===== src/rtl/ps2md_pkg.sv =====
// ---------------------------------------------------------------------------
// PS/2 mouse packet decoder package
// Shared constants, event codes and the packet descriptor that travels from
// the packet assembler to the event sequencer.
// ---------------------------------------------------------------------------
package ps2md_pkg;

    // Status bit that marks a byte from the auxiliary (mouse) port.
    localparam int AUX_BIT      = 5;
    // Number of button bits carried in byte 0 of a packet.
    localparam int BUTTON_BITS  = 3;
    // Packet position of the byte that completes a packet.
    localparam logic [1:0] LAST_POS = 2'd2;

    // Event codes as seen on the result channel.
    typedef enum logic [1:0] {
        EV_MOVE    = 2'd0,
        EV_PRESS   = 2'd1,
        EV_RELEASE = 2'd2
    } event_kind_t;

    // One completed packet, already reduced to the events it causes.
    typedef struct packed {
        logic                   move_valid;
        logic [7:0]             delta_x;
        logic [7:0]             delta_y;
        logic [BUTTON_BITS-1:0] change;
        logic [BUTTON_BITS-1:0] was_down;
    } pkt_desc_t;

endpackage


===== src/rtl/ps2md_front.sv =====
// ---------------------------------------------------------------------------
// PS/2 mouse packet assembler
// Accepts status/data byte pairs, drops non-auxiliary bytes, gathers three
// byte packets and turns each completed packet into an event descriptor.
// ---------------------------------------------------------------------------
module ps2md_front #(
    parameter int BUTTON_COUNT = 3
) (
    input  logic                 aclk,
    input  logic                 aresetn,
    input  logic                 in_valid,
    input  logic [7:0]           in_status,
    input  logic [7:0]           in_data,
    output logic                 push,
    output ps2md_pkg::pkt_desc_t push_desc
);
    import ps2md_pkg::*;

    logic [1:0]             pos_reg, pos_next;
    logic [7:0]             held0_reg, held1_reg;
    logic [BUTTON_BITS-1:0] btn_reg, btn_next;
    logic                   aux;
    logic                   complete;
    logic [BUTTON_BITS-1:0] change;

    assign aux      = in_valid && in_status[AUX_BIT];
    // A stuck position of three is treated like two: the byte completes the packet.
    assign complete = aux && (pos_reg >= LAST_POS);
    assign push     = complete;

    // Button changes, limited to the buttons that are reported.
    always_comb begin
        for (int i = 0; i < BUTTON_BITS; i++) begin
            change[i] = (i < BUTTON_COUNT) && (held0_reg[i] != btn_reg[i]);
        end
    end

    // Descriptor of the packet that the current byte completes.
    always_comb begin
        push_desc.move_valid = (held1_reg != 8'd0) || (in_data != 8'd0);
        push_desc.delta_x    = held1_reg;
        push_desc.delta_y    = 8'd0 - in_data;
        push_desc.change     = change;
        push_desc.was_down   = btn_reg;
    end

    // Next packet position and stored button bits.
    always_comb begin
        pos_next = pos_reg;
        btn_next = btn_reg;
        if (complete) begin
            pos_next = 2'd0;
            btn_next = held0_reg[BUTTON_BITS-1:0];
        end else if (aux) begin
            pos_next = pos_reg + 2'd1;
        end
    end

    // Control state.
    always_ff @(posedge aclk) begin
        if (!aresetn) begin
            pos_reg <= 2'd0;
            btn_reg <= '0;
        end else begin
            pos_reg <= pos_next;
            btn_reg <= btn_next;
        end
    end

    // Held packet bytes; written before they are ever read.
    always_ff @(posedge aclk) begin
        if (aux && !complete) begin
            if (pos_reg[0]) begin
                held1_reg <= in_data;
            end else begin
                held0_reg <= in_data;
            end
        end
    end

endmodule


===== src/rtl/ps2md_queue.sv =====
// ---------------------------------------------------------------------------
// PS/2 mouse descriptor queue
// Two-entry queue of packet descriptors between the assembler and the
// event sequencer.
// ---------------------------------------------------------------------------
module ps2md_queue (
    input  logic                 aclk,
    input  logic                 aresetn,
    input  logic                 push,
    input  ps2md_pkg::pkt_desc_t push_desc,
    input  logic                 pop,
    output ps2md_pkg::pkt_desc_t pop_desc,
    output logic                 full,
    output logic                 empty
);
    import ps2md_pkg::*;

    pkt_desc_t  mem_reg [2];
    logic       wr_ptr_reg, wr_ptr_next;
    logic       rd_ptr_reg, rd_ptr_next;
    logic [1:0] count_reg, count_next;

    assign full     = (count_reg == 2'd2);
    assign empty    = (count_reg == 2'd0);
    assign pop_desc = mem_reg[rd_ptr_reg];

    // Pointer and fill count update.
    always_comb begin
        wr_ptr_next = wr_ptr_reg;
        rd_ptr_next = rd_ptr_reg;
        count_next  = count_reg;
        if (push) begin
            wr_ptr_next = !wr_ptr_reg;
        end
        if (pop) begin
            rd_ptr_next = !rd_ptr_reg;
        end
        if (push && !pop) begin
            count_next = count_reg + 2'd1;
        end else if (pop && !push) begin
            count_next = count_reg - 2'd1;
        end
    end

    always_ff @(posedge aclk) begin
        if (!aresetn) begin
            wr_ptr_reg <= 1'b0;
            rd_ptr_reg <= 1'b0;
            count_reg  <= 2'd0;
        end else begin
            wr_ptr_reg <= wr_ptr_next;
            rd_ptr_reg <= rd_ptr_next;
            count_reg  <= count_next;
        end
    end

    // Descriptor storage.
    always_ff @(posedge aclk) begin
        if (push) begin
            mem_reg[wr_ptr_reg] <= push_desc;
        end
    end

endmodule


===== src/rtl/ps2md_back.sv =====
// ---------------------------------------------------------------------------
// PS/2 mouse event sequencer
// Takes one packet descriptor at a time and issues its events, move first
// and then buttons 1 to 3, one per cycle while the output register is free.
// ---------------------------------------------------------------------------
module ps2md_back (
    input  logic                 aclk,
    input  logic                 aresetn,
    input  logic                 q_empty,
    input  ps2md_pkg::pkt_desc_t q_desc,
    output logic                 q_pop,
    output logic                 m_tvalid,
    input  logic                 m_tready,
    output logic [23:0]          m_tdata,
    output logic [1:0]           m_tuser,
    output logic                 m_tlast
);
    import ps2md_pkg::*;

    // Working descriptor.
    logic                   move_reg, move_next;
    logic [BUTTON_BITS-1:0] change_reg, change_next;
    logic [BUTTON_BITS-1:0] down_reg;
    logic [7:0]             dx_reg, dy_reg;

    // Output register.
    logic                   ovalid_reg, ovalid_next;
    event_kind_t            okind_reg;
    logic [7:0]             odx_reg, ody_reg;
    logic [1:0]             obtn_reg;
    logic                   olast_reg;

    logic                   busy;
    logic                   out_free;
    logic                   emit;
    logic [1:0]             sel_idx;
    event_kind_t            sel_kind;
    logic [7:0]             sel_dx, sel_dy;
    logic [1:0]             sel_btn;
    logic                   sel_last;

    assign busy     = move_reg || (change_reg != '0);
    assign out_free = !ovalid_reg || m_tready;
    assign emit     = busy && out_free;
    assign q_pop    = !busy && !q_empty;

    // Pick the next event of the working packet.
    always_comb begin
        sel_idx = 2'd0;
        for (int i = BUTTON_BITS - 1; i >= 0; i--) begin
            if (change_reg[i]) begin
                sel_idx = 2'(i);
            end
        end
        move_next   = move_reg;
        change_next = change_reg;
        if (move_reg) begin
            sel_kind  = EV_MOVE;
            sel_dx    = dx_reg;
            sel_dy    = dy_reg;
            sel_btn   = 2'd0;
            sel_last  = (change_reg == '0);
            move_next = 1'b0;
        end else begin
            sel_kind    = down_reg[sel_idx] ? EV_RELEASE : EV_PRESS;
            sel_dx      = 8'd0;
            sel_dy      = 8'd0;
            sel_btn     = sel_idx + 2'd1;
            change_next = change_reg & ~(BUTTON_BITS'(1) << sel_idx);
            sel_last    = (change_next == '0);
        end
    end

    // Output valid flag.
    always_comb begin
        ovalid_next = ovalid_reg;
        if (emit) begin
            ovalid_next = 1'b1;
        end else if (m_tready) begin
            ovalid_next = 1'b0;
        end
    end

    // Control state of the sequencer and output register.
    always_ff @(posedge aclk) begin
        if (!aresetn) begin
            move_reg   <= 1'b0;
            change_reg <= '0;
            ovalid_reg <= 1'b0;
        end else begin
            ovalid_reg <= ovalid_next;
            if (q_pop) begin
                move_reg   <= q_desc.move_valid;
                change_reg <= q_desc.change;
            end else if (emit) begin
                move_reg   <= move_next;
                change_reg <= change_next;
            end
        end
    end

    // Payload of the working packet.
    always_ff @(posedge aclk) begin
        if (q_pop) begin
            dx_reg   <= q_desc.delta_x;
            dy_reg   <= q_desc.delta_y;
            down_reg <= q_desc.was_down;
        end
    end

    // Payload of the output register.
    always_ff @(posedge aclk) begin
        if (emit) begin
            okind_reg <= sel_kind;
            odx_reg   <= sel_dx;
            ody_reg   <= sel_dy;
            obtn_reg  <= sel_btn;
            olast_reg <= sel_last;
        end
    end

    assign m_tvalid = ovalid_reg;
    assign m_tdata  = {6'd0, obtn_reg, ody_reg, odx_reg};
    assign m_tuser  = okind_reg;
    assign m_tlast  = olast_reg;

endmodule


===== src/rtl/ps2_mouse_packet_decoder.sv =====
// ---------------------------------------------------------------------------
// PS/2 mouse packet decoder
// Gathers three-byte mouse packets from controller status/data byte pairs
// and reports movement and button press/release events.
// ---------------------------------------------------------------------------
// Usage:
//   The input channel carries one status byte and one data byte per transfer.
//   Transfers whose status bit 5 is clear are consumed and dropped. Every
//   third auxiliary byte completes a packet, which yields up to four events:
//   a move event when either delta is nonzero, then one press or release
//   event per changed button in the order 1, 2, 3. m_tlast marks the last
//   event of a packet; a packet with nothing to report yields no transfer.
//   A completed packet passes through the queue and the working descriptor
//   before its first event enters the output register. While the receiver
//   is ready the sequencer issues one event per cycle; it loads a packet only
//   when the last is drained. Input bytes are taken every cycle while the
//   two-entry packet queue has room. When the receiver stalls, the output
//   register holds its event and the queue fills; s_tready then drops until
//   room frees up. Reset clears the packet position, the stored button bits,
//   the queue and the output register; no clearing pass is needed.
// ---------------------------------------------------------------------------
module ps2_mouse_packet_decoder #(
    parameter int BUTTON_COUNT = 3
) (
    input  logic        aclk,
    input  logic        aresetn,
    input  logic        s_tvalid,
    output logic        s_tready,
    input  logic [15:0] s_tdata,   // [7:0] status_byte, [15:8] data_byte
    output logic        m_tvalid,
    input  logic        m_tready,
    output logic [23:0] m_tdata,   // [7:0] delta_x, [15:8] delta_y, [17:16] button_number
    output logic [1:0]  m_tuser,   // [1:0] event_kind
    output logic        m_tlast    // last_of_run
);
    import ps2md_pkg::*;

    logic      q_push, q_pop, q_full, q_empty;
    pkt_desc_t push_desc, pop_desc;
    logic      in_xfer;

    // Input is held off only while the packet queue is full.
    assign s_tready = !q_full;
    assign in_xfer  = s_tvalid && s_tready;

    ps2md_front #(
        .BUTTON_COUNT(BUTTON_COUNT)
    ) u_front (
        .aclk      (aclk),
        .aresetn   (aresetn),
        .in_valid  (in_xfer),
        .in_status (s_tdata[7:0]),
        .in_data   (s_tdata[15:8]),
        .push      (q_push),
        .push_desc (push_desc)
    );

    ps2md_queue u_queue (
        .aclk      (aclk),
        .aresetn   (aresetn),
        .push      (q_push),
        .push_desc (push_desc),
        .pop       (q_pop),
        .pop_desc  (pop_desc),
        .full      (q_full),
        .empty     (q_empty)
    );

    ps2md_back u_back (
        .aclk     (aclk),
        .aresetn  (aresetn),
        .q_empty  (q_empty),
        .q_desc   (pop_desc),
        .q_pop    (q_pop),
        .m_tvalid (m_tvalid),
        .m_tready (m_tready),
        .m_tdata  (m_tdata),
        .m_tuser  (m_tuser),
        .m_tlast  (m_tlast)
    );

endmodule

===== config.mk =====
export PLATFORM = sky130hd
export DESIGN_NAME = ps2_mouse_packet_decoder
export DESIGN_NICKNAME = d
export VERILOG_FILES = /design/src/rtl/ps2md_pkg.sv /design/src/rtl/ps2md_front.sv /design/src/rtl/ps2md_queue.sv /design/src/rtl/ps2md_back.sv /design/src/rtl/ps2_mouse_packet_decoder.sv
export SDC_FILE = /design/constraint.sdc
export NUM_CORES = 1
export LEC_CHECK = 0
export BUFFER_PORTS_ARGS = -buffer_cell sky130_fd_sc_hd__buf_2
export CAP_MARGIN = 10
export CORE_MARGIN = 3
export CORE_UTILIZATION = 53
export CTS_BUF_LIST = sky130_fd_sc_hd__clkbuf_8
export DETAILED_ROUTE_END_ITERATION = 8
export PLACE_DENSITY = 0.79
export SETUP_SLACK_MARGIN = 0.4
export SLEW_MARGIN = 20
export SYNTH_ARGS = -nofsm -noshare
export SYNTH_HDL_FRONTEND = slang
export SYNTH_SLANG_ARGS = --single-unit

===== constraint.sdc =====
create_clock -name aclk -period 6.06 [get_ports aclk]
set_input_delay 1.212 -clock aclk [delete_from_list [all_inputs] [get_ports aclk]]
set_output_delay 1.212 -clock aclk [all_outputs]
set_load 0.01 [all_outputs]

==> results of run 1 <==
-- per-layer routing --
| metal | wire length, um | share of wire (%) |
|---|---|---|
| met1 | 2790 | 46 |
| met2 | 2780 | 46 |
| met3 | 330 | 5.5 |
| met4 | 119 | 2.0 |
| met5 | 0 | 0 |
-- Yosys cell counts (all sizes together), types with 6 or more instances --
library cell	number	area, um2
a21oi	12	60.1
dfxtp	15	300
o21ai	7	35.0
edfxtp	97	2910
inv	7	26.3
nor4	7	43.8
xor2	6	52.6
nor2	12	45.0
mux2	23	259
clkbuf	8	30.0
buf	9	66.3
and2	18	113
-- cells by family after synthesis --
kind of cell | Yosys count | synth area share [%]
XOR/XNOR | 11 | 2.24
AND/OR/NAND/NOR | 66 | 8.83
other | 1 | 0.0871
AO/OA/AOI/OAI | 30 | 4.18
multiplexers | 23 | 6.02
flip-flops | 112 | 74.6
buffers and inverters | 24 | 2.85
adder cells (fa/ha/maj) | 4 | 1.16
-- metrics by stage --
| step | instance area, um2 | cells |
|---|---|---|
| floorplan | 4320 | 276 |
| global placement | 4560 | 399 |
| detailed placement | 4560 | 399 |
| CTS | 4760 | 415 |
| global route | 4760 | 415 |
| finish | 4760 | 415 |
-- final cells by class --
cell class	count	area (um2)	share of cell area, %
clock buffer	9	124	2.60
clock inverter	7	77.6	1.63
inverter	7	26.3	0.552
multi-input combinational	140	995	20.9
sequential	112	3210	67.5
tap	102	128	2.68
timing repair buffer	38	198	4.15
-- worst paths after layout --
path                                            from                      to  slack (ns)  cells past startpoint
worst max-delay path            u_queue.count_reg[1]                s_tready        2.99                      3
worst min-delay path            u_front.held1_reg[2]  u_queue.mem_reg[1][16]        0.50                      0
worst max register to register       u_back.move_reg    u_queue.count_reg[1]        3.57                      5
worst min register to register  u_front.held1_reg[2]  u_queue.mem_reg[1][16]        0.50                      0
-- report_power, final --
part	switching [mW]	total [mW]	internal (mW)	leakage, nW
Sequential	0.0690	1.11	1.04	1.02
Clock	0.260	0.423	0.163	0.0979
Combinational	0.232	0.383	0.150	0.536
Total	0.561	1.92	1.36	1.65
==> results.yml, run 1 <==
run_status:
  status: "complete, no violations"
clock_tree:
  clk_pin_slew_ns: 0.11
  clock_latency_ns: 0.37
  clock-root-buffer: "clkbuf_8"
  cts_buffer_depth: 2
  ctsResizeCount: 0
  htreeDepth: 3
  cts_sinks: 112
  cts_tree: "done"
  cts_hold_buf: 0
  post_cts.repair.setup_buffers: 0
  numCtsBuffers: 9
synth:
  synth_area_um2: 4310
  synth_edf_count: 97
  synthArstFlopShare_pct: 0
  synth.distinct_cells: 39
  yosysSeqAreaShare_pct: 74.6
  synth.yosys.warnings: 0
  synth_cells: 271
  synth_flop_cell: "edfxtp_1"
  synth_seq_cells: 112
  synth_area_per_cell_um2: 15.9
final_layout:
  antenna_cells: 0
  largest_reg_flops: 46
  area_growth_pct: 10.6
  drive_gt1_share_pct: 25.9
  fill_cells: 589
  layout_common_cells: "edfxtp_1, buf_2, mux2_2"
  final_common_cell: "edfxtp_1"
  num-nets-final: 332
  fin_util_pct: 61.0
timing:
  setup_viol: 0
  fin_crit_ns: 3.07
  fmax_mhz: 326
  relSlewSlack_pct: 29.9
  maxSlewViolCount: 0
  fin_worst_skew_ns: 0.00867
  final.setup.worst_slack_ns: 2.99
  hold_viol_final: 0
  finalCritPeriodShare_pct: 50.7
  fin_tns_setup_ns: 0
  hold-worst-slack_ns: 0.496
  tightest_slew_ns: 1.05
  grt_setup_unrepaired: "no"
placement:
  hpwlAfterDp_um: 4090
  finalWeightedCongestion: 0.732
  pre_cts_slack_ns: 2.94
  portBuffers: 35
drt:
  avgRoutedWirePerCell_um: 14.5
  drc: 0
  drt-pass1-iter-count: 4
  wl_um: 6020
  drt_iter0_markers: 80
  num_vias: 2166
  ant_nets: 0
  via_per_inst: 5.22
global_route:
  grt_util_met2_pct: 21.4
  grt_max_degree: 29
  grt_use_total_pct: 14.4
  antenna_found_initial: 0
  met1_usage_pct: 19.4
  grt_overflow: 0
  grt_pass1_vias: 2011
  grt_pass1_wl_um: 9650
  globalRoute.busiestLayer: "met2"
  use_met3_pct: 3.99
power_and_ir_drop:
  ir_drop_uv: 156
  p_per_area_nw_per_um2: 403
  total_power_mw: 1.92
  power.leakage_nw: 1.65
job:
  drv_cap: 0
die:
  die_h_um: 96.1
  pin_count: 49
  dieArea_um2: 9240
  initial_utilization_pct: 55.1
  die_x_um: 96.1
  placeableCoreArea_um2: 7810
  rows: 32
critical_path:
  crit_family: "simple AND/OR/NAND/NOR gates"
  crit_buf_inv: 2
  cpMaxStageDelayCell: "nor2b_1"
  critPathArrivalTime_ns: 1.86
  crit_type: "reg -> out"
  end_kind: "output port"
  cp_data_required_time_ns: 4.85
  critPathMaxFanout: 11
  slowest_delay_ns: 0.62
  worstPathCellList: "nor2b_1 -> inv_1 -> buf_2"
  start_kind: "flop"
worst_hold_path:
  min_path_type: "reg -> reg"
No activity file was read; power rests on OpenSTA's default activity.
==> run 2, diff against run 1 <==
--- a/config.mk
+++ b/config.mk
@@ -5,13 +5,14 @@
 export SDC_FILE = /design/constraint.sdc
 export NUM_CORES = 1
 export LEC_CHECK = 0
+export ABC_AREA = 1
 export BUFFER_PORTS_ARGS = -buffer_cell sky130_fd_sc_hd__buf_2
 export CAP_MARGIN = 10
 export CORE_MARGIN = 3
 export CORE_UTILIZATION = 53
 export CTS_BUF_LIST = sky130_fd_sc_hd__clkbuf_8
 export DETAILED_ROUTE_END_ITERATION = 8
-export PLACE_DENSITY = 0.79
+export PLACE_DENSITY = 0.82
 export SETUP_SLACK_MARGIN = 0.4
 export SLEW_MARGIN = 20
 export SYNTH_ARGS = -nofsm -noshare
==> constraint.sdc (replaced) <==
create_clock -name aclk -period 2.5 [get_ports aclk]
set_input_delay 0.5 -clock aclk [delete_from_list [all_inputs] [get_ports aclk]]
set_output_delay 0.5 -clock aclk [all_outputs]
set_load 0.01 [all_outputs]
==> run 2 against run 1 <==
Compared with the run above: clock-buffer cell count stayed put; combinational power rose to 2.8 times the previous value; critical endpoint is now u_queue.count_reg[1]; largest power group unchanged; clock power increased by 150%; wire length shrank 0.35%; design area rose by 1.1%; hold slack got worse by 0.14 ns; area after synthesis increased by 0.41%; power up 150%; final cell count grew 12%; global-route usage decreased by 0.37 points.
==> results.yml, run 2 <==
critical_path:
  cpMaxStageDelayCell: "dfxtp_1"
  reg2reg_depth: 10
  worstSetupStartpoint: "u_front.pos_reg[0]"
  path_depth: 10
  start_kind: "flop"
  critPathMaxFanout: 8
  rrSetupSlack_ns: 0.61
  crit_type: "reg -> reg"
  crit_buf_inv: 2
  slowest_delay_ns: 0.36
  critPathArrivalTime_ns: 2.19
  cp_data_required_time_ns: 2.80
  cp-endpoint: "u_queue.count_reg[1]"
  timing.rr.end: "u_queue.count_reg[1]"
  rr_startpoint: "u_front.pos_reg[0]"
  end_kind: "flop"
  worstPathCellList: "inv_1 -> ha_1 -> o21ai_2 -> inv_2 -> ha_1 -> a21oi_1 -> o21ai_0 -> nand2_1 -> nand2_1 -> nor2_1"
  crit_family: "compound AO/OA/AOI/OAI gates"
drt:
  wl_um: 6000
  drt-pass1-iter-count: 4
  via_per_inst: 4.87
  ant_nets: 0
  drc: 0
  avgRoutedWirePerCell_um: 12.9
  num_vias: 2265
  drt_iter0_markers: 81
synth:
  synth_area_um2: 4320
  synthTopCellsByCount: "edfxtp_1, nand2_1, inv_1, nor2_1, mux2_2"
  yosysSeqAreaShare_pct: 74.3
  synth_seq_cells: 112
  synth_area_leaders: "edfxtp_1, dfxtp_1, mux2_2"
  synth.yosys.warnings: 0
  synthArstFlopShare_pct: 0
  synth.distinct_cells: 30
  synth_edf_count: 97
  synth_area_leader_cell: "edfxtp_1"
  synth_cells: 314
  synth_flop_cell: "edfxtp_1"
  synth_area_per_cell_um2: 13.8
  synth_most_common_cell: "edfxtp_1"
  yosys.area.top_type_share_pct: 67.4
job:
  drv_cap: 0
clock_tree:
  clock_latency_ns: 0.35
  cts_hold_buf: 0
  cts_tree: "done"
  cts_buffer_depth: 2
  ctsResizeCount: 0
  clock-root-buffer: "clkbuf_8"
  post_cts.repair.setup_buffers: 0
  cts_sinks: 112
  htreeDepth: 3
  numCtsBuffers: 9
  clk_pin_slew_ns: 0.10
timing:
  hold-worst-slack_ns: 0.355
  finalCritPeriodShare_pct: 75.5
  relSlewSlack_pct: 53.2
  hold_viol_final: 0
  tightest_slew_ns: 0.701
  fin_crit_ns: 1.89
  fmax_mhz: 530
  maxSlewViolCount: 0
  setup_viol: 0
  final.setup.worst_slack_ns: 0.612
  grt_setup_unrepaired: "no"
  fin_worst_skew_ns: 0.0133
  fin_tns_setup_ns: 0
final_layout:
  num-nets-final: 382
  multi_input_area_um2: 920
  area_growth_pct: 11.3
  layout_common_cells: "edfxtp_1, nand2_1, inv_1"
  drive_gt1_share_pct: 23.7
  largest_reg_flops: 46
  final_common_cell: "edfxtp_1"
  fill_cells: 574
  fin_util_pct: 61.7
  antenna_cells: 0
  seqCellArea_um2: 3210
die:
  dieArea_um2: 9280
  rows: 32
  die_h_um: 96.3
  die_x_um: 96.3
  pin_count: 49
  placeableCoreArea_um2: 7810
  initial_utilization_pct: 55.4
power_and_ir_drop:
  p_switching_mw: 1.36
  p_per_area_nw_per_um2: 977
  share_comb_of_total_power_pct: 22.5
  p_int_mw: 3.34
  power.leakage_nw: 1.90
  ir_drop_uv: 369
  swShare_pct: 28.9
  pwr-share-clk_pct: 22.2
  p_seq_share_pct: 55.3
global_route:
  grt_pass1_vias: 2080
  grt_max_degree: 28
  antenna_found_initial: 0
  grt_overflow: 0
  grt_use_total_pct: 14.0
  grt_pass1_wl_um: 9690
placement:
  pre_cts_slack_ns: 0.613
  finalWeightedCongestion: 0.771
  hpwlAfterDp_um: 4310
  portBuffers: 35
run_status:
  status: "complete, no violations"
worst_hold_path:
  min_path_type: "in -> reg"
[run 2: cell types whose count changed in the layout (fill, tap and decap cells not counted), sizes merged, moves of 3 or more]
cell,change
nor4,-5
xnor2,-4
nand3,+7
nand2,+49
mux2,-4
and2,-17
inv,+31
or4,-3
nor2,+11
nor2b,-3
o31ai,-4
[run 2: layout make-up]
cell class                      instances  area share [%]
Timing Repair Buffer                   39            4.26
Inverter                               39            3.04
Tap cell                              102            2.65
Clock inverter                          7            1.61
Clock buffer                            9            2.57
Sequential cell                       112            66.8
Multi-Input combinational cell        157            19.1
[run 2: per-stage QoR]
step | instance area, um2 | power (mW) | std cells
final | 4810 | 4.70 | 465
after global routing | 4810 | 4.97 | 465
after CTS | 4810 | 4.73 | 465
after detailed placement | 4610 | 3.70 | 449
after global placement | 4610 | 3.65 | 449
after floorplan | 4350 | 3.38 | 319
[run 2: worst min-delay path by stage]
| stage | from | end | slack [ns] | cells past startpoint |
|---|---|---|---|---|
| after floorplan | u_front.held1_reg[1] | u_queue.mem_reg[0][15] | 0.45 | 0 |
| after global placement | u_queue.rd_ptr_reg | flop | 0.45 | 1 |
| after detailed placement | u_front.held1_reg[6] | u_queue.mem_reg[1][20] | 0.48 | 0 |
| after CTS | s_tdata[14] | u_front.held1_reg[6] | 0.34 | 1 |
| after global routing | s_tdata[14] | u_front.held1_reg[6] | 0.33 | 1 |
| final | s_tdata[14] | u_front.held1_reg[6] | 0.35 | 1 |
[run 2: logic make-up (layout without fill, tap and decap cells)]
family	Yosys count	in the layout	share of synthesized area, %
DFF	112	112	74.3
and+or+nand+nor	97	97	9.87
buffers and inverters	50	94	4.95
AOI/OAI and AO/OA	22	22	2.84
muxes	19	19	4.95
xor gates and xnor gates	9	9	1.82
adders and majority gates	4	4	1.16
other	1	6	0.0867
[run 2: power groups by stage]
stage | clock [mW] | sequential, mW | combinational, mW
final | 1.04 | 2.60 | 1.06
after global routing | 1.15 | 2.63 | 1.18
after CTS | 1.06 | 2.60 | 1.07
after detailed placement | 0 | 2.65 | 1.06
after global placement | 0 | 2.63 | 1.01
after floorplan | 0 | 2.72 | 0.663
[run 2: layer usage]
metal	vias up	wire length (um)	share of wire (%)	global-route usage (%)
li1	1152	-	-	-
met1	1039	2580	43	17.8
met2	68	3000	50	22.8
met3	6	347	5.8	4.07
met4	0	71	1.2	5.37
met5	-	0	0	0
==> run 3, diff against run 2 <==
==> constraint.sdc (replaced) <==
create_clock -name aclk -period 1.53 [get_ports aclk]
set_input_delay 0.306 -clock aclk [delete_from_list [all_inputs] [get_ports aclk]]
set_output_delay 0.306 -clock aclk [all_outputs]
set_load 0.01 [all_outputs]
==> run 3 against run 2 <==
Compared with the run above: the flow now finishes with violations (negative setup slack); utilization grew 16 points; wire length grew 77%; design area increased by 25%; sequential share of layout area is 13 points lower; clock power grew 64%; critical path type unchanged; critical endpoint is now u_back.change_reg[2].
==> results.yml, run 3 (same netlist as run 2, synthesis figures left out) <==
global_route:
  globalRoute.busiestLayer: "met2"
  grt_util_met2_pct: 33.2
  grt_pass1_vias: 2564
  grt_use_total_pct: 18.8
  grt_overflow: 0
  use_met3_pct: 5.86
  grt_pass1_wl_um: 12400
  grt_max_degree: 24
  met1_usage_pct: 20.5
  antenna_found_initial: 0
drt:
  ant_nets: 0
  drc: 0
  avgRoutedWirePerCell_um: 20.1
  num_vias: 2862
  via_per_inst: 5.42
  drt_iter0_markers: 186
  drt-pass1-iter-count: 4
  wl_um: 10600
critical_path:
  crit_type: "reg -> reg"
  critPathMaxFanout: 3
  cp_data_required_time_ns: 1.85
  worstPathCellList: "nor2_4 -> buf_4 -> buf_6 -> nand2_2 -> inv_2 -> ha_2 -> or2_4 -> nand4_1 -> nand3_1 -> nor2_1"
  end_kind: "flop"
  slowest_delay_ns: 0.38
  crit_buf_inv: 3
  critPathArrivalTime_ns: 1.94
  crit_family: "simple AND/OR/NAND/NOR gates"
  cpMaxStageDelayCell: "dfxtp_4"
  start_kind: "flop"
placement:
  hpwlAfterDp_um: 4290
  placed_area_um2: 4830
  finalWeightedCongestion: 0.802
  portBuffers: 35
die:
  placeableCoreArea_um2: 7810
  die_x_um: 96.3
  rows: 32
  initial_utilization_pct: 55.4
  die_h_um: 96.3
  pin_count: 49
  dieArea_um2: 9280
final_layout:
  num-nets-final: 445
  final_area_um2: 6030
  final_common_cell: "edfxtp_1"
  layout_common_cells: "edfxtp_1, nand2_1, buf_2"
  area_growth_pct: 39.5
  largest_reg_flops: 46
  antenna_cells: 0
  drive_gt1_share_pct: 48.6
clock_tree:
  htreeDepth: 3
  clk_pin_slew_ns: 0.11
  clock-root-buffer: "clkbuf_8"
  numCtsBuffers: 9
  clock_latency_ns: 0.40
  cts_hold_buf: 0
  cts_sinks: 112
  cts_buffer_depth: 2
  cts_tree: "done"
timing:
  finalCritPeriodShare_pct: 106
  final.setup.worst_slack_ns: -0.0928
  hold_viol_final: 0
  fmax_mhz: 616
  maxSlewViolCount: 0
  fin_worst_skew_ns: 0.0174
  fin_crit_ns: 1.62
  setup_viol: 34
  hold-worst-slack_ns: 0.125
  grt_setup_unrepaired: "yes"
run_status:
  status: "finished, violations left"
  violations: "negative setup slack"
job:
  drv_cap: 0
power_and_ir_drop:
  p_per_area_nw_per_um2: 1670
  ir_drop_uv: 706
  power.leakage_nw: 2.43
worst_hold_path:
  min_path_type: "in -> reg"
run 3: timing repair:
item,in CTS,in global routing
gates cloned,5,6
setup endpoints to repair,159,156
gates resized for setup,49,57
endpoints found under the hold margin,0,0
pin swaps,14,20
buffers inserted,31,14
run 3: worst paths after layout:
check	from	slack [ns]	cells past startpoint	to
setup / recovery	u_back.change_reg[1]	-0.09	10	u_back.change_reg[2]
hold / removal	s_tdata[14]	0.12	1	u_front.held1_reg[6]
setup reg to reg	u_back.change_reg[1]	-0.09	10	u_back.change_reg[2]
hold reg to reg	u_queue.rd_ptr_reg	0.51	1	flop
run 3: layout make-up:
type                       instances  area [um2]
clock buffer                       9         124
tap                              102         128
timing repair buffer             102        1080
sequential                       112        3240
inverter                          39         160
multi-input combinational        157        1240
fill                             396        1780
clock inverter                     7        61.3
run 3: stage by stage:
stage | worst slack (ns) | utilization [%] | power [mW] | cells | TNS [ns]
finish | -0.0928 | 77.3 | 10.1 | 528 | -0.708
global route | -0.131 | 77.3 | 10.4 | 528 | -2.61
CTS | 0.0532 | 71.6 | 9.01 | 508 | 0
detailed placement | -0.144 | 61.8 | 6.31 | 456 | -0.191
global placement | -0.0713 | 61.8 | 6.22 | 456 | -0.0713
floorplan | -0.0102 | - | 5.67 | 319 | -0.0919
run 3: per-layer routing:
metal | up-vias | share of wire (%)
li1 | 1283 | -
met5 | - | 0
met2 | 140 | 56
met1 | 1418 | 35
met4 | 0 | 2.7
met3 | 21 | 6.1
run 3: where the power goes:
part	internal [mW]	switching, mW
sequential	4.09	0.272
combinational	2.11	1.87
clock	0.627	1.09
